`config.mk`:
```
export PLATFORM = sky130hd
export DESIGN_NAME = categorical_table_sampler
export DESIGN_NICKNAME = d
export VERILOG_FILES = /design/src/cts_pkg.sv /design/src/cts_ram.sv /design/src/cts_walk_unit.sv /design/src/categorical_table_sampler.sv
export VERILOG_INCLUDE_DIRS = /design/src /design/src/src
export SDC_FILE = /design/constraint.sdc
export NUM_CORES = 1
export LEC_CHECK = 0
export BUFFER_PORTS_ARGS = -buffer_cell sky130_fd_sc_hd__buf_2
export CAP_MARGIN = 20
export CORE_ASPECT_RATIO = 1.25
export CORE_UTILIZATION = 45
export CTS_CLUSTER_SIZE = 14
export DETAILED_ROUTE_END_ITERATION = 10
export GPL_ROUTABILITY_DRIVEN = 0
export SLEW_MARGIN = 20
export SYNTH_ARGS = -nofsm -noshare
export SYNTH_HDL_FRONTEND = slang
export SYNTH_SLANG_ARGS = --single-unit
```
`constraint.sdc`:
```
create_clock -name clock -period 9.7 [get_ports clock]
set_clock_uncertainty 0.1 [all_clocks]
set_input_delay 0.97 -clock clock [delete_from_list [all_inputs] [get_ports clock]]
set_output_delay 0.97 -clock clock [all_outputs]
set_load 0.01 [all_outputs]
```
`src/categorical_table_sampler_assert.svh`:
```
// ----------------------------------------------------------------------------
// categorical_table_sampler_assert.svh
// Assertion macros shared by the sampler RTL.
// ----------------------------------------------------------------------------
`ifndef CATEGORICAL_TABLE_SAMPLER_ASSERT_SVH
`define CATEGORICAL_TABLE_SAMPLER_ASSERT_SVH

// The consequent must hold in the same cycle as the antecedent.
`define CTS_ASSERT_NOW(lbl, clk, rst, ante, cons) \
   lbl: assert property (@(posedge clk) disable iff (rst) (ante) |-> (cons)) \
      else $error("assertion failed: same-cycle check");

// The consequent must hold in the cycle after the antecedent.
`define CTS_ASSERT_NEXT(lbl, clk, rst, ante, cons) \
   lbl: assert property (@(posedge clk) disable iff (rst) (ante) |=> (cons)) \
      else $error("assertion failed: next-cycle check");

`endif

```
`src/cts_pkg.sv`:
```
// ----------------------------------------------------------------------------
// cts_pkg
// Shared types and constants of the categorical table sampler.
// ----------------------------------------------------------------------------
package cts_pkg;

   localparam int PROB_W  = 18;
   localparam int DRAW_W  = 16;
   localparam int OUT_IDX_W = 6;
   localparam int IN_IDX_W  = 6;
   localparam int COUNT_W = 7;
   localparam int TOL_W   = 8;
   // Up to 127 entries of 18 bits each can be summed without overflow.
   localparam int SUM_W   = PROB_W + COUNT_W;

   localparam int CSR_IDX_W  = 4;
   localparam int CSR_DATA_W = 8;
   localparam logic [CSR_IDX_W-1:0] CSR_ENTRY_COUNT   = 4'd0;
   localparam logic [CSR_IDX_W-1:0] CSR_SUM_TOLERANCE = 4'd1;

   localparam logic [COUNT_W-1:0] ENTRY_COUNT_RESET   = 7'd1;
   localparam logic [TOL_W-1:0]   SUM_TOLERANCE_RESET = 8'd0;

   localparam logic signed [SUM_W-1:0]  ONE_Q16  = 25'sd65536;
   localparam logic signed [PROB_W-1:0] PROB_MIN = 18'sh20000;

   localparam logic MODE_LOAD   = 1'b0;
   localparam logic MODE_SAMPLE = 1'b1;

   typedef struct packed {
      logic init;
      logic step;
   } walk_ctl_type;

   typedef struct packed {
      logic found;
      logic neg;
   } walk_flags_type;

endpackage

```
`src/cts_ram.sv`:
```
// ----------------------------------------------------------------------------
// cts_ram
// Generic simple dual-port RAM with one write port and a registered read.
// ----------------------------------------------------------------------------
module cts_ram #(
   parameter int WIDTH = 18,
   parameter int DEPTH = 64
) (
   input  logic                     clock,
   input  logic                     wr_en,
   input  logic [$clog2(DEPTH)-1:0] wr_addr,
   input  logic [WIDTH-1:0]         wr_data,
   input  logic                     rd_en,
   input  logic [$clog2(DEPTH)-1:0] rd_addr,
   output logic [WIDTH-1:0]         rd_data
);

   logic [WIDTH-1:0] mem_ff [DEPTH];
   logic [WIDTH-1:0] rd_data_ff;

   always_ff @(posedge clock) begin
      if (wr_en) begin
         mem_ff[wr_addr] <= wr_data;
      end
      if (rd_en) begin
         rd_data_ff <= mem_ff[rd_addr];
      end
   end

   assign rd_data = rd_data_ff;

endmodule

```
`src/cts_walk_unit.sv`:
```
// ----------------------------------------------------------------------------
// cts_walk_unit
// Shared accumulate-and-compare unit; folds in one table entry per step.
// ----------------------------------------------------------------------------
module cts_walk_unit
   import cts_pkg::*;
#(
   parameter int IDX_W = 6
) (
   input  logic                     clock,
   input  walk_ctl_type             ctl,
   input  logic [IDX_W-1:0]         step_index,
   input  logic signed [PROB_W-1:0] prob,
   input  logic [DRAW_W-1:0]        draw,
   output logic signed [SUM_W-1:0]  sum,
   output logic [IDX_W-1:0]         sample_idx,
   output logic [IDX_W-1:0]         best_idx,
   output logic [IDX_W-1:0]         first_pos_idx,
   output walk_flags_type           flags
);

   logic signed [SUM_W-1:0]  sum_ff, sum_in;
   logic signed [PROB_W-1:0] best_p_ff, best_p_in;
   logic [IDX_W-1:0]         sample_ff, sample_in;
   logic [IDX_W-1:0]         best_ff, best_in;
   logic [IDX_W-1:0]         fpos_ff, fpos_in;
   logic                     found_ff, found_in;
   logic                     fp_found_ff, fp_found_in;
   logic                     neg_ff, neg_in;
   logic signed [SUM_W-1:0]  sum_next;
   logic signed [SUM_W-1:0]  draw_ext;

   assign sum_next = sum_ff + {{(SUM_W-PROB_W){prob[PROB_W-1]}}, prob};
   assign draw_ext = $signed({{(SUM_W-DRAW_W){1'b0}}, draw});

   always_comb begin
      sum_in      = sum_ff;
      best_p_in   = best_p_ff;
      sample_in   = sample_ff;
      best_in     = best_ff;
      fpos_in     = fpos_ff;
      found_in    = found_ff;
      fp_found_in = fp_found_ff;
      neg_in      = neg_ff;
      if (ctl.init) begin
         sum_in      = '0;
         best_p_in   = PROB_MIN;
         sample_in   = '0;
         best_in     = '0;
         fpos_in     = '0;
         found_in    = 1'b0;
         fp_found_in = 1'b0;
         neg_in      = 1'b0;
      end else if (ctl.step) begin
         sum_in = sum_next;
         if (!found_ff && (draw_ext < sum_next)) begin
            sample_in = step_index;
            found_in  = 1'b1;
         end
         // Strict compare keeps the earliest index on ties.
         if (prob > best_p_ff) begin
            best_p_in = prob;
            best_in   = step_index;
         end
         if (!fp_found_ff && (prob > 0)) begin
            fpos_in     = step_index;
            fp_found_in = 1'b1;
         end
         if (prob[PROB_W-1]) begin
            neg_in = 1'b1;
         end
      end
   end

   always_ff @(posedge clock) begin
      sum_ff      <= sum_in;
      best_p_ff   <= best_p_in;
      sample_ff   <= sample_in;
      best_ff     <= best_in;
      fpos_ff     <= fpos_in;
      found_ff    <= found_in;
      fp_found_ff <= fp_found_in;
      neg_ff      <= neg_in;
   end

   assign sum           = sum_ff;
   assign sample_idx    = sample_ff;
   assign best_idx      = best_ff;
   assign first_pos_idx = fpos_ff;
   assign flags.found   = found_ff;
   assign flags.neg     = neg_ff;

endmodule

```
`src/categorical_table_sampler.sv`:
```
// ----------------------------------------------------------------------------
// categorical_table_sampler
// Inverse-transform sampler over a table of Q1.16 categorical probabilities.
// ----------------------------------------------------------------------------
// How to use this block:
// The request channel (req_valid / req_stall) carries one word per item.
// A word with req_mode low loads req_probability into entry req_entry_index
// and produces no response; it does not raise req_stall.
// A word with req_mode high brings req_uniform_draw and produces exactly one
// response word on the rsp_ channel carrying the sampled index, the most
// likely index, the first positive index and a table validity flag.
// A sample walks the N entries in use, where N is the entry count capped at
// the table size, then passes a drain state and the finish state, which
// writes the response (with N zero it goes straight to finish); the next
// word can be taken as the response is written. The single table read port
// and the shared accumulate and compare unit fold in one entry per cycle.
// While a sample is being walked, req_stall stays high. A finished response
// sits in the output register, so loads and a new sample are accepted while
// rsp_stall holds the previous response; a sample that finishes while the
// register is still full waits in its last step until the word is taken.
// The csr_ port is a plain write port and may be written only while idle.
// Synchronous reset returns the sequencer to idle, empties the output register
// and restores entry_count to 1 and sum_tolerance to 0. The table itself is
// not cleared; every entry in use must be loaded before it is sampled.
// ----------------------------------------------------------------------------
`include "categorical_table_sampler_assert.svh"

module categorical_table_sampler
   import cts_pkg::*;
#(
   parameter int MAX_ENTRIES = 64
) (
   input  logic                     clock,
   input  logic                     reset,
   // request channel
   input  logic                     req_valid,
   output logic                     req_stall,
   input  logic                     req_mode,
   input  logic [IN_IDX_W-1:0]      req_entry_index,
   input  logic signed [PROB_W-1:0] req_probability,
   input  logic [DRAW_W-1:0]        req_uniform_draw,
   // response channel
   output logic                     rsp_valid,
   input  logic                     rsp_stall,
   output logic [OUT_IDX_W-1:0]     rsp_sample_index,
   output logic [OUT_IDX_W-1:0]     rsp_most_likely_index,
   output logic [OUT_IDX_W-1:0]     rsp_first_positive_index,
   output logic                     rsp_table_valid,
   // configuration port
   input  logic                     csr_write_enable,
   input  logic [CSR_IDX_W-1:0]     csr_index,
   input  logic [CSR_DATA_W-1:0]    csr_write_data
);

   localparam int IDX_W = $clog2(MAX_ENTRIES);
   localparam int CNT_W = $clog2(MAX_ENTRIES + 1);

   localparam logic [1:0] ST_IDLE   = 2'd0;
   localparam logic [1:0] ST_WALK   = 2'd1;
   localparam logic [1:0] ST_DRAIN  = 2'd2;
   localparam logic [1:0] ST_FINISH = 2'd3;

   // Configuration registers.
   logic [COUNT_W-1:0] entry_count_ff, entry_count_in;
   logic [TOL_W-1:0]   sum_tol_ff, sum_tol_in;

   // Sequencer state.
   logic [1:0]       state_ff, state_in;
   logic [IDX_W-1:0] rd_idx_ff, rd_idx_in;
   logic [IDX_W-1:0] proc_idx_ff, proc_idx_in;
   logic             pend_ff, pend_in;
   logic [DRAW_W-1:0] draw_ff, draw_in;

   // Output register.
   logic                 rsp_valid_ff, rsp_valid_in;
   logic [OUT_IDX_W-1:0] rsp_sample_ff, rsp_sample_in;
   logic [OUT_IDX_W-1:0] rsp_best_ff, rsp_best_in;
   logic [OUT_IDX_W-1:0] rsp_fpos_ff, rsp_fpos_in;
   logic                 rsp_tv_ff, rsp_tv_in;

   logic             req_accept;
   logic             load_accept;
   logic             sample_accept;
   logic             load_in_range;
   logic [CNT_W-1:0] n_used;
   logic             n_zero;
   logic             last_read;
   logic             slot_free;
   logic             finish_go;

   logic [PROB_W-1:0]        ram_rd_data;
   logic                     ram_rd_en;
   walk_ctl_type             walk_ctl;
   walk_flags_type           walk_flags;
   logic signed [SUM_W-1:0]  walk_sum;
   logic [IDX_W-1:0]         walk_sample;
   logic [IDX_W-1:0]         walk_best;
   logic [IDX_W-1:0]         walk_fpos;
   logic signed [SUM_W-1:0]  sum_dist;
   logic signed [SUM_W-1:0]  tol_ext;
   logic                     sum_ok;

   // A count above the table size saturates to the table size.
   always_comb begin
      if (32'(entry_count_ff) > MAX_ENTRIES) begin
         n_used = CNT_W'(MAX_ENTRIES);
      end else begin
         n_used = CNT_W'(entry_count_ff);
      end
   end

   assign n_zero        = (n_used == '0);
   assign req_stall     = (state_ff != ST_IDLE);
   assign req_accept    = req_valid && !req_stall;
   assign load_in_range = (32'(req_entry_index) < MAX_ENTRIES);
   assign load_accept   = req_accept && (req_mode == MODE_LOAD) && load_in_range;
   assign sample_accept = req_accept && (req_mode == MODE_SAMPLE);
   assign last_read     = ((CNT_W'(rd_idx_ff) + CNT_W'(1)) == n_used);
   assign slot_free     = !rsp_valid_ff || !rsp_stall;
   assign finish_go     = (state_ff == ST_FINISH) && slot_free;
   assign ram_rd_en     = (state_ff == ST_WALK);

   // Configuration writes; writes to unknown indexes are dropped.
   always_comb begin
      entry_count_in = entry_count_ff;
      sum_tol_in     = sum_tol_ff;
      if (csr_write_enable) begin
         case (csr_index)
            CSR_ENTRY_COUNT: begin
               entry_count_in = csr_write_data[COUNT_W-1:0];
            end
            CSR_SUM_TOLERANCE: begin
               sum_tol_in = csr_write_data[TOL_W-1:0];
            end
            default: begin
            end
         endcase
      end
   end

   // Sequencer: one table read is issued per cycle in the walk state, and the
   // entry it returns is folded in by the walk unit on the following cycle.
   always_comb begin
      state_in    = state_ff;
      rd_idx_in   = rd_idx_ff;
      proc_idx_in = proc_idx_ff;
      pend_in     = 1'b0;
      draw_in     = draw_ff;
      case (state_ff)
         ST_IDLE: begin
            if (sample_accept) begin
               draw_in   = req_uniform_draw;
               rd_idx_in = '0;
               state_in  = n_zero ? ST_FINISH : ST_WALK;
            end
         end
         ST_WALK: begin
            pend_in     = 1'b1;
            proc_idx_in = rd_idx_ff;
            if (last_read) begin
               state_in = ST_DRAIN;
            end else begin
               rd_idx_in = rd_idx_ff + IDX_W'(1);
            end
         end
         ST_DRAIN: begin
            state_in = ST_FINISH;
         end
         ST_FINISH: begin
            if (slot_free) begin
               state_in = ST_IDLE;
            end
         end
         default: begin
            state_in = ST_IDLE;
         end
      endcase
   end

   assign walk_ctl.init = sample_accept;
   assign walk_ctl.step = pend_ff;

   // Distance of the final sum from one, checked against the tolerance.
   assign sum_dist = walk_sum - ONE_Q16;
   assign tol_ext  = $signed({{(SUM_W-TOL_W){1'b0}}, sum_tol_ff});
   assign sum_ok   = (sum_dist <= tol_ext) && (sum_dist >= -tol_ext);

   always_comb begin
      rsp_valid_in  = rsp_valid_ff;
      rsp_sample_in = rsp_sample_ff;
      rsp_best_in   = rsp_best_ff;
      rsp_fpos_in   = rsp_fpos_ff;
      rsp_tv_in     = rsp_tv_ff;
      if (rsp_valid_ff && !rsp_stall) begin
         rsp_valid_in = 1'b0;
      end
      if (finish_go) begin
         rsp_valid_in = 1'b1;
         if (n_zero) begin
            // An empty table reports all zeros and an invalid table.
            rsp_sample_in = '0;
            rsp_best_in   = '0;
            rsp_fpos_in   = '0;
            rsp_tv_in     = 1'b0;
         end else begin
            if (walk_flags.found) begin
               rsp_sample_in = OUT_IDX_W'(walk_sample);
            end else begin
               rsp_sample_in = OUT_IDX_W'(n_used - CNT_W'(1));
            end
            rsp_best_in = OUT_IDX_W'(walk_best);
            rsp_fpos_in = OUT_IDX_W'(walk_fpos);
            rsp_tv_in   = !walk_flags.neg && sum_ok;
         end
      end
   end

   always_ff @(posedge clock) begin
      if (reset) begin
         entry_count_ff <= ENTRY_COUNT_RESET;
         sum_tol_ff     <= SUM_TOLERANCE_RESET;
         state_ff       <= ST_IDLE;
         rd_idx_ff      <= '0;
         pend_ff        <= 1'b0;
         rsp_valid_ff   <= 1'b0;
      end else begin
         entry_count_ff <= entry_count_in;
         sum_tol_ff     <= sum_tol_in;
         state_ff       <= state_in;
         rd_idx_ff      <= rd_idx_in;
         pend_ff        <= pend_in;
         rsp_valid_ff   <= rsp_valid_in;
      end
   end

   always_ff @(posedge clock) begin
      proc_idx_ff   <= proc_idx_in;
      draw_ff       <= draw_in;
      rsp_sample_ff <= rsp_sample_in;
      rsp_best_ff   <= rsp_best_in;
      rsp_fpos_ff   <= rsp_fpos_in;
      rsp_tv_ff     <= rsp_tv_in;
   end

   cts_ram #(
      .WIDTH (PROB_W),
      .DEPTH (MAX_ENTRIES)
   ) u_table (
      .clock   (clock),
      .wr_en   (load_accept),
      .wr_addr (IDX_W'(req_entry_index)),
      .wr_data (req_probability),
      .rd_en   (ram_rd_en),
      .rd_addr (rd_idx_ff),
      .rd_data (ram_rd_data)
   );

   cts_walk_unit #(
      .IDX_W (IDX_W)
   ) u_walk (
      .clock         (clock),
      .ctl           (walk_ctl),
      .step_index    (proc_idx_ff),
      .prob          ($signed(ram_rd_data)),
      .draw          (draw_ff),
      .sum           (walk_sum),
      .sample_idx    (walk_sample),
      .best_idx      (walk_best),
      .first_pos_idx (walk_fpos),
      .flags         (walk_flags)
   );

   assign rsp_valid                = rsp_valid_ff;
   assign rsp_sample_index         = rsp_sample_ff;
   assign rsp_most_likely_index    = rsp_best_ff;
   assign rsp_first_positive_index = rsp_fpos_ff;
   assign rsp_table_valid          = rsp_tv_ff;

   // A folded-in entry only ever arrives while the table is being walked.
   `CTS_ASSERT_NOW(a_step_in_walk, clock, reset, pend_ff,
      (state_ff == ST_WALK) || (state_ff == ST_DRAIN))
   // The read pointer never runs past the entries in use.
   `CTS_ASSERT_NOW(a_rd_in_range, clock, reset, state_ff == ST_WALK,
      CNT_W'(rd_idx_ff) < n_used)
   // An accepted sample always leaves the idle state.
   `CTS_ASSERT_NEXT(a_sample_busy, clock, reset, sample_accept,
      state_ff != ST_IDLE)
   // Finishing a sample fills the output register and frees the request side.
   `CTS_ASSERT_NEXT(a_finish_out, clock, reset, finish_go,
      rsp_valid_ff && (state_ff == ST_IDLE))

endmodule
```
=== Word level (Yosys, flattened, before mapping) ===
Memory sizes are Yosys's and may differ from the RTL's. A register that Yosys moved wholly into a read port is not among the register bits.
Index checks and enable logic that the tools add are counted.

* Flip-flop bits (word level): 130
* Input port bits: 58
* Memory bits (writable): 1,152
* Output and inout bits: 21
* Memories: 1

{| class="wikitable"
|+ Memories
! memory !! words !! width !! read ports !! clocked after Yosys merged registers in !! write ports !! RTL line !! RTL
|-
| u_table.mem_ff || 64 || 18 || 1 || 1 || 1 || cts_ram.sv:18 || <nowiki>logic [WIDTH-1:0] mem_ff [DEPTH];</nowiki>
|}

* Reductions and logical operators: 31
* $lt $le $gt $ge: 6
* $add $sub $neg: 6
* Bitwise operators: 1
* Equality and inequality tests: 9
* Muxes and demuxes: 15

{| class="wikitable"
|+ Operators with widths
! kind !! number
|-
| adder 25 bit || 1
|-
| >= comparator 25 bit || 1
|-
| <= comparator 25 x 9 -> 1 bit || 1
|-
| < comparator 17 x 25 -> 1 bit || 1
|-
| negator 8 -> 25 bit || 1
|-
| subtractor 25 x 18 -> 25 bit, second input constant || 1
|-
| greater-than comparator 18 x 1 -> 1 bit, second input constant || 1
|-
| greater-than comparator 18 bit || 1
|-
| two-way mux 6 bit || 3
|-
| AND reduction 2 bit || 7
|-
| case mux 6 bit (2 select lines) || 1
|-
| logical AND 1 bit || 9
|-
| two-way mux 2 bit || 4
|-
| != test 2 bit, second input constant || 4
|-
| case mux 2 bit (4 select lines) || 1
|-
| adder 6 x 1 -> 7 bit, second input constant || 1
|-
| == test 7 bit || 1
|-
| greater-than comparator 7 bit, second input constant || 1
|-
| logical NOT 7 bit || 1
|-
| two-way mux 7 bit || 1
|-
| adder 6 x 1 -> 6 bit, second input constant || 1
|-
| logical NOT 1 bit || 6
|-
| AND reduction 3 bit || 2
|-
| nonzero test 2 bit || 3
|-
| 9 further kinds || 14
|}

=== Logic depth before layout (Yosys ltp) ===
* Word-level depth: 6
* Depth in mapped cells: 19
* Mapped depth without buffers: 18

=== Hierarchy ===
A second synthesis with hierarchy kept.

* Cells, all modules: 2,894
* Area, all modules: 53,451.3 µm²

{| class="wikitable"
|+ By module, submodules not included
! module !! area each (µm²) !! seq. area each (µm²) !! cells each !! instances
|-
| cts_ram || 44,801.7 || 35,133.7 || 1,957 || 1
|-
| cts_walk_unit || 4,628.2 || 1,281.2 || 533 || 1
|-
| categorical_table_sampler || 4,021.4 || 1,731.7 || 404 || 1
|}

=== Worst setup path before layout ===
No wires, ideal clock.

* Path type: flip-flop to flip-flop
* From: register u_table.rd_data_ff[0], in the netlist u_table.rd_data[0] (read register of u_table.mem_ff)
* To: register u_walk.sample_ff[1], in the netlist u_walk.sample_idx[1]
* Period minus slack after synthesis: 3.947 ns
* Buffers on the path: 1
* Arrival time: 3.777 ns
* Setup time: 0.071 ns
* Slack: 5.753 ns
* Cell stages (with the launch flop): 20
* Path through: edfxtp_1 ha_1 fa_1 a21o_1 a31oi_2 nor3_1 nor2_1 o21bai_1 a21oi_1 xor2_1 ha_1 and4_1 a22o_1 a2111oi_0 o21ai_0 o2111ai_1 or4_1 buf_2 nand3_1 a21oi_1

* Longest elaborated chain between the ends: 4

{| class="wikitable"
|+ Ends and longest elaborated chain
! item !! RTL line !! RTL
|-
| from (decl) || cts_ram.sv:19 || <nowiki>logic [WIDTH-1:0] rd_data_ff;</nowiki>
|-
| adder 25 bit || cts_walk_unit.sv:33 || <nowiki>assign sum_next = sum_ff + {{(SUM_W-PROB_W){prob[PROB_W-1]}}, prob};</nowiki>
|-
| < comparator 17 x 25 -> 1 bit || cts_walk_unit.sv:56 || <nowiki>if (!found_ff && (draw_ext < sum_next)) begin</nowiki>
|-
| logical AND 1 bit || cts_walk_unit.sv:56 ||
|-
| AND reduction 2 bit (no line) || n/a ||
|-
| to (signal assigned) || cts_walk_unit.sv:78 || <nowiki>sample_ff <= sample_in;</nowiki>
|-
| to (decl) || cts_walk_unit.sv:24 || <nowiki>logic [IDX_W-1:0] sample_ff, sample_in;</nowiki>
|}

No other way between the ends.
A chain may end at the register's enable or synchronous reset.

=== Final worst setup path ===
* From: register u_table.rd_data_ff[0], in the netlist u_table.rd_data[0] (read register of u_table.mem_ff)
* To: register u_walk.sample_ff[2], in the netlist u_walk.sample_idx[2]

Same word-level chain as after synthesis.

==> results.md <==
* Outcome: finished clean
* Fin Setup TNS at 0 ps
* RSZ-0062 raised after global routing: false
* Worst R2R Path Depth at 17
* Most frequent cells after synthesis: 1211 x edfxtp_1, 378 x mux4_2, 178 x nor2_1
* Most frequent cell after synthesis: edfxtp_1
* Slowest cell on crit path: or4_1
* Hold Path End: draw_ff[7]
* Grt ovf at 0
* Clock latency on the worst-skew pair at 740 ps
* Part of the power in combinational logic at 17.3%
* Post-Route WL at 128800 µm
* Critical Path, Cell by Cell: ha_1 -> fa_1 -> a21o_1 -> a31oi_2 -> nor3_1 -> nor2_1 -> o21bai_1 -> a21oi_1 -> xor2_1 -> ha_1 -> and4_1 -> o211ai_1 -> o21ai_0 -> o2111ai_1 -> or4_1 -> nand3_1 -> a21oi_1
* Pint at 0.009946 W
* Hold path depth at 1
* Setup crit start kind: flip-flop
* HP Start: req_uniform_draw[7]
* H-tree levels at 3
* Post-synthesis sequential area ratio at 72.28%
* Post-CTS Setup Inserts at 0
* Starting Density at 45.31%
* Yosys synthesis warning count at 0
* Sequential power share at 48.3%
* I/O pins at 79
* Fin. max-slew vios at 0
* Setup CP Type: flip-flop to flip-flop
* Hold slack at 309.4 ps
* Total track usage at 22.01%
* Fillers at 9201
* Share of layout cells above drive strength 1 at 27.70%
* Area growth syn-to-layout at 12.71%
* Leak at 18.81 nW
* Die W at 308.3 µm
* Syn Inst Count at ~2600
* TritonCTS Buffers at 121
* Yosys reg bits at 1300
* Routed Antenna Nets at 0
* Flop-to-flop setup slack at 4830 ps
* Worst slew pin tran at 1076 ps
* Starting DRT DRC Count at 2346
* Biggest area consumer among synthesized cells: edfxtp_1
* F_max at approximately 210 MHz
* Fin crit period at 4867 ps
* Post-Synthesis Net Count at 2801
* P_sw at around 0.0036 W
* Max_cap viols at 0
* Crit path buf inv count at 0
* Post-CTS Resized at 0
* HP Class: primary input to flip-flop
* # setup viols final at 0
* CP arrival at 5330 ps
* DR vias at 26000
* Top delay family on crit path: compound AO/OA/AOI/OAI gates
* Vias/cell at 5.823
* Maximum clock path buffer count at 3
* Cell area after layout at 0.05949 mm²
* Site Rows at 140
* PortBufs at 78
* Final hold violations at 0
* Critical R2R Launch: u_table.rd_data[0]
* Root buffer cell: clkbuf_16
* Fin crit share at 50.17%
* Netlist Area Pre-Place at 0.05278 mm²
* Detailed placement HPWL at 75530 µm
* Largest net degree at the start of global routing at 150
* Fin nets at 2955
* Clock-pin slew on the worst setup and hold paths at 70 ps
* Crit. End Element: flip-flop
* Cts hold-fix bufs at 0
* DRC Markers at 0
* CP Max Fanout at 7
* DRT Pass-1 Iters at 7
* Detail-routed net length per standard cell at 28.85 µm
* Largest cells by area after synthesis: edfxtp_1 69%, mux4_2 16%, dfxtp_1 3.4%
* Die area at between 0.1 and 0.15 mm²
* Initial antenna violation count at 10
* Yosys cell types at between 60 and 70
* Instance area at placement at approximately 0.056 mm²
* PD cells at 228.5 mW/mm²
* Worst EP required at a little over 10000 ps
* Core area at 0.1165 mm²
* Vias in the first global route at around 27000
* Synth Flop Type: edfxtp_1
* Number of synthesized flops with an enable pin at 1211
* Clock power share at between 30% and 40%
* Global-route wire length before repair at 186000 µm
* Max IR drop VDD at 0.0001499 V
* Relative slew slack at 26.38%
* Mean post-synth cell area at 19.98 µm²
* CTS tree: built
* Critical R2R Capture: u_walk.sample_idx[2]
* DIE HEIGHT at 384.9 µm
* Switching share of power at 26.82%
* Async SR Flop Fraction at 0%
* Critical Path Max Stage Delay at 740 ps
* Yosys top cell area share at 68.90%
* Num Clock Sinks at 1300
-- per-stage QoR --
step           instances  utilization, %  total power, W  worst slack, ps
2_1_floorplan       2642               -        0.008284             5753
3_3_place_gp        4234           47.64        0.008968             4879
3_5_place_dp        4234           47.65        0.009039             4825
4_1_cts             4460           50.99         0.01369             4777
5_1_grt             4462           51.06         0.01416             4528
6_report            4465           51.07         0.01359             4833
-- worst max-delay path by stage --
stage,depth (start not counted),from,to
after global placement,17,u_table.rd_data[0],u_walk.sample_idx[0]
after CTS,17,u_table.rd_data[0],u_walk.sample_idx[2]
after detailed placement,17,u_table.rd_data[0],u_walk.sample_idx[2]
after global routing,18,u_table.rd_data[0],u_walk.sample_idx[2]
final,17,u_table.rd_data[0],u_walk.sample_idx[2]
after floorplan,19,u_table.rd_data[0],u_walk.sample_idx[1]
-- kinds of logic (layout without fill, tap and decap cells) --
| kind of cell | after synthesis | in the layout | synth area share [%] |
|---|---|---|---|
| buffers and inverters | 186 | 443 | 1.339 |
| adders and majority gates | 101 | 101 | 2.409 |
| and+or+nand+nor | 384 | 384 | 3.480 |
| other | 0 | 4 | 0 |
| xor gates and xnor gates | 42 | 42 | 0.7230 |
| DFF | 1300 | 1300 | 72.28 |
| muxes | 448 | 448 | 17.47 |
| AOI/OAI and AO/OA | 181 | 181 | 2.302 |
-- worst reg2reg max path: cells and delay by family, from the launching register on --
kind	cells	cell delay, ps
flip-flops	1	440
XOR/XNOR	1	100
AND/OR/NAND/NOR	5	1450
adder cells (fa/ha/maj)	3	1010
AO/OA/AOI/OAI	8	1610
-- layout by cell type (no fill, tap or decap), drive strengths merged, types with 30 or more instances in the layout --
cell    count
o21ai      30
inv        67
ha        100
dfxtp      89
edfxtp   1211
nand2      46
clkinv     61
mux2i      65
nand3      36
clkbuf    144
mux4      378
buf       155
nor2      179
a21oi      59
-- area by class of cell --
class                   instances  area, µm²  area share, %
flip-flops and latches       1300      38160          64.15
multi-input cells            1156      14170          23.82
clock buffers                 144       3157          5.307
well taps                    1562       1954          3.285
repair buffers                155       1066          1.792
clock inverters                82      734.5          1.235
inverters                      62      232.7         0.3912
diodes                          4      10.01        0.01683
-- per-layer routing --
layer	share of wire [%]	wire length (µm)	track usage [%]
met3	4.8	6205	3.199
met5	0.040	51	0
met2	54	69070	39.72
met4	3.2	4063	7.610
met1	38	49400	26.92
-- state kept, by name, summed over array words and instances, names as in the netlist, 2 cells and up --
register / cells
draw_ff: 16
entry_count_ff: 7
proc_idx_ff: 6
rd_idx_ff: 6
rsp_first_positive_index: 6
rsp_most_likely_index: 6
rsp_sample_index: 6
state_ff: 2
sum_tol_ff: 8
u_table.mem_ff: 1152
u_table.rd_data: 18
u_walk.best_idx: 6
u_walk.best_p_ff: 18
u_walk.first_pos_idx: 6
u_walk.sample_idx: 6
u_walk.sum: 25
-- power by group through the flow --
| stage | sequential [W] | combinational (W) | clock, W |
|---|---|---|---|
| floorplan | 0.00656 | 0.00172 | 0 |
| global placement | 0.00668 | 0.00229 | 0 |
| detailed placement | 0.00669 | 0.00235 | 0 |
| CTS | 0.00657 | 0.00237 | 0.00475 |
| global route | 0.00658 | 0.00262 | 0.00496 |
| finish | 0.00656 | 0.00236 | 0.00467 |
(Power assumes the default switching activity.)
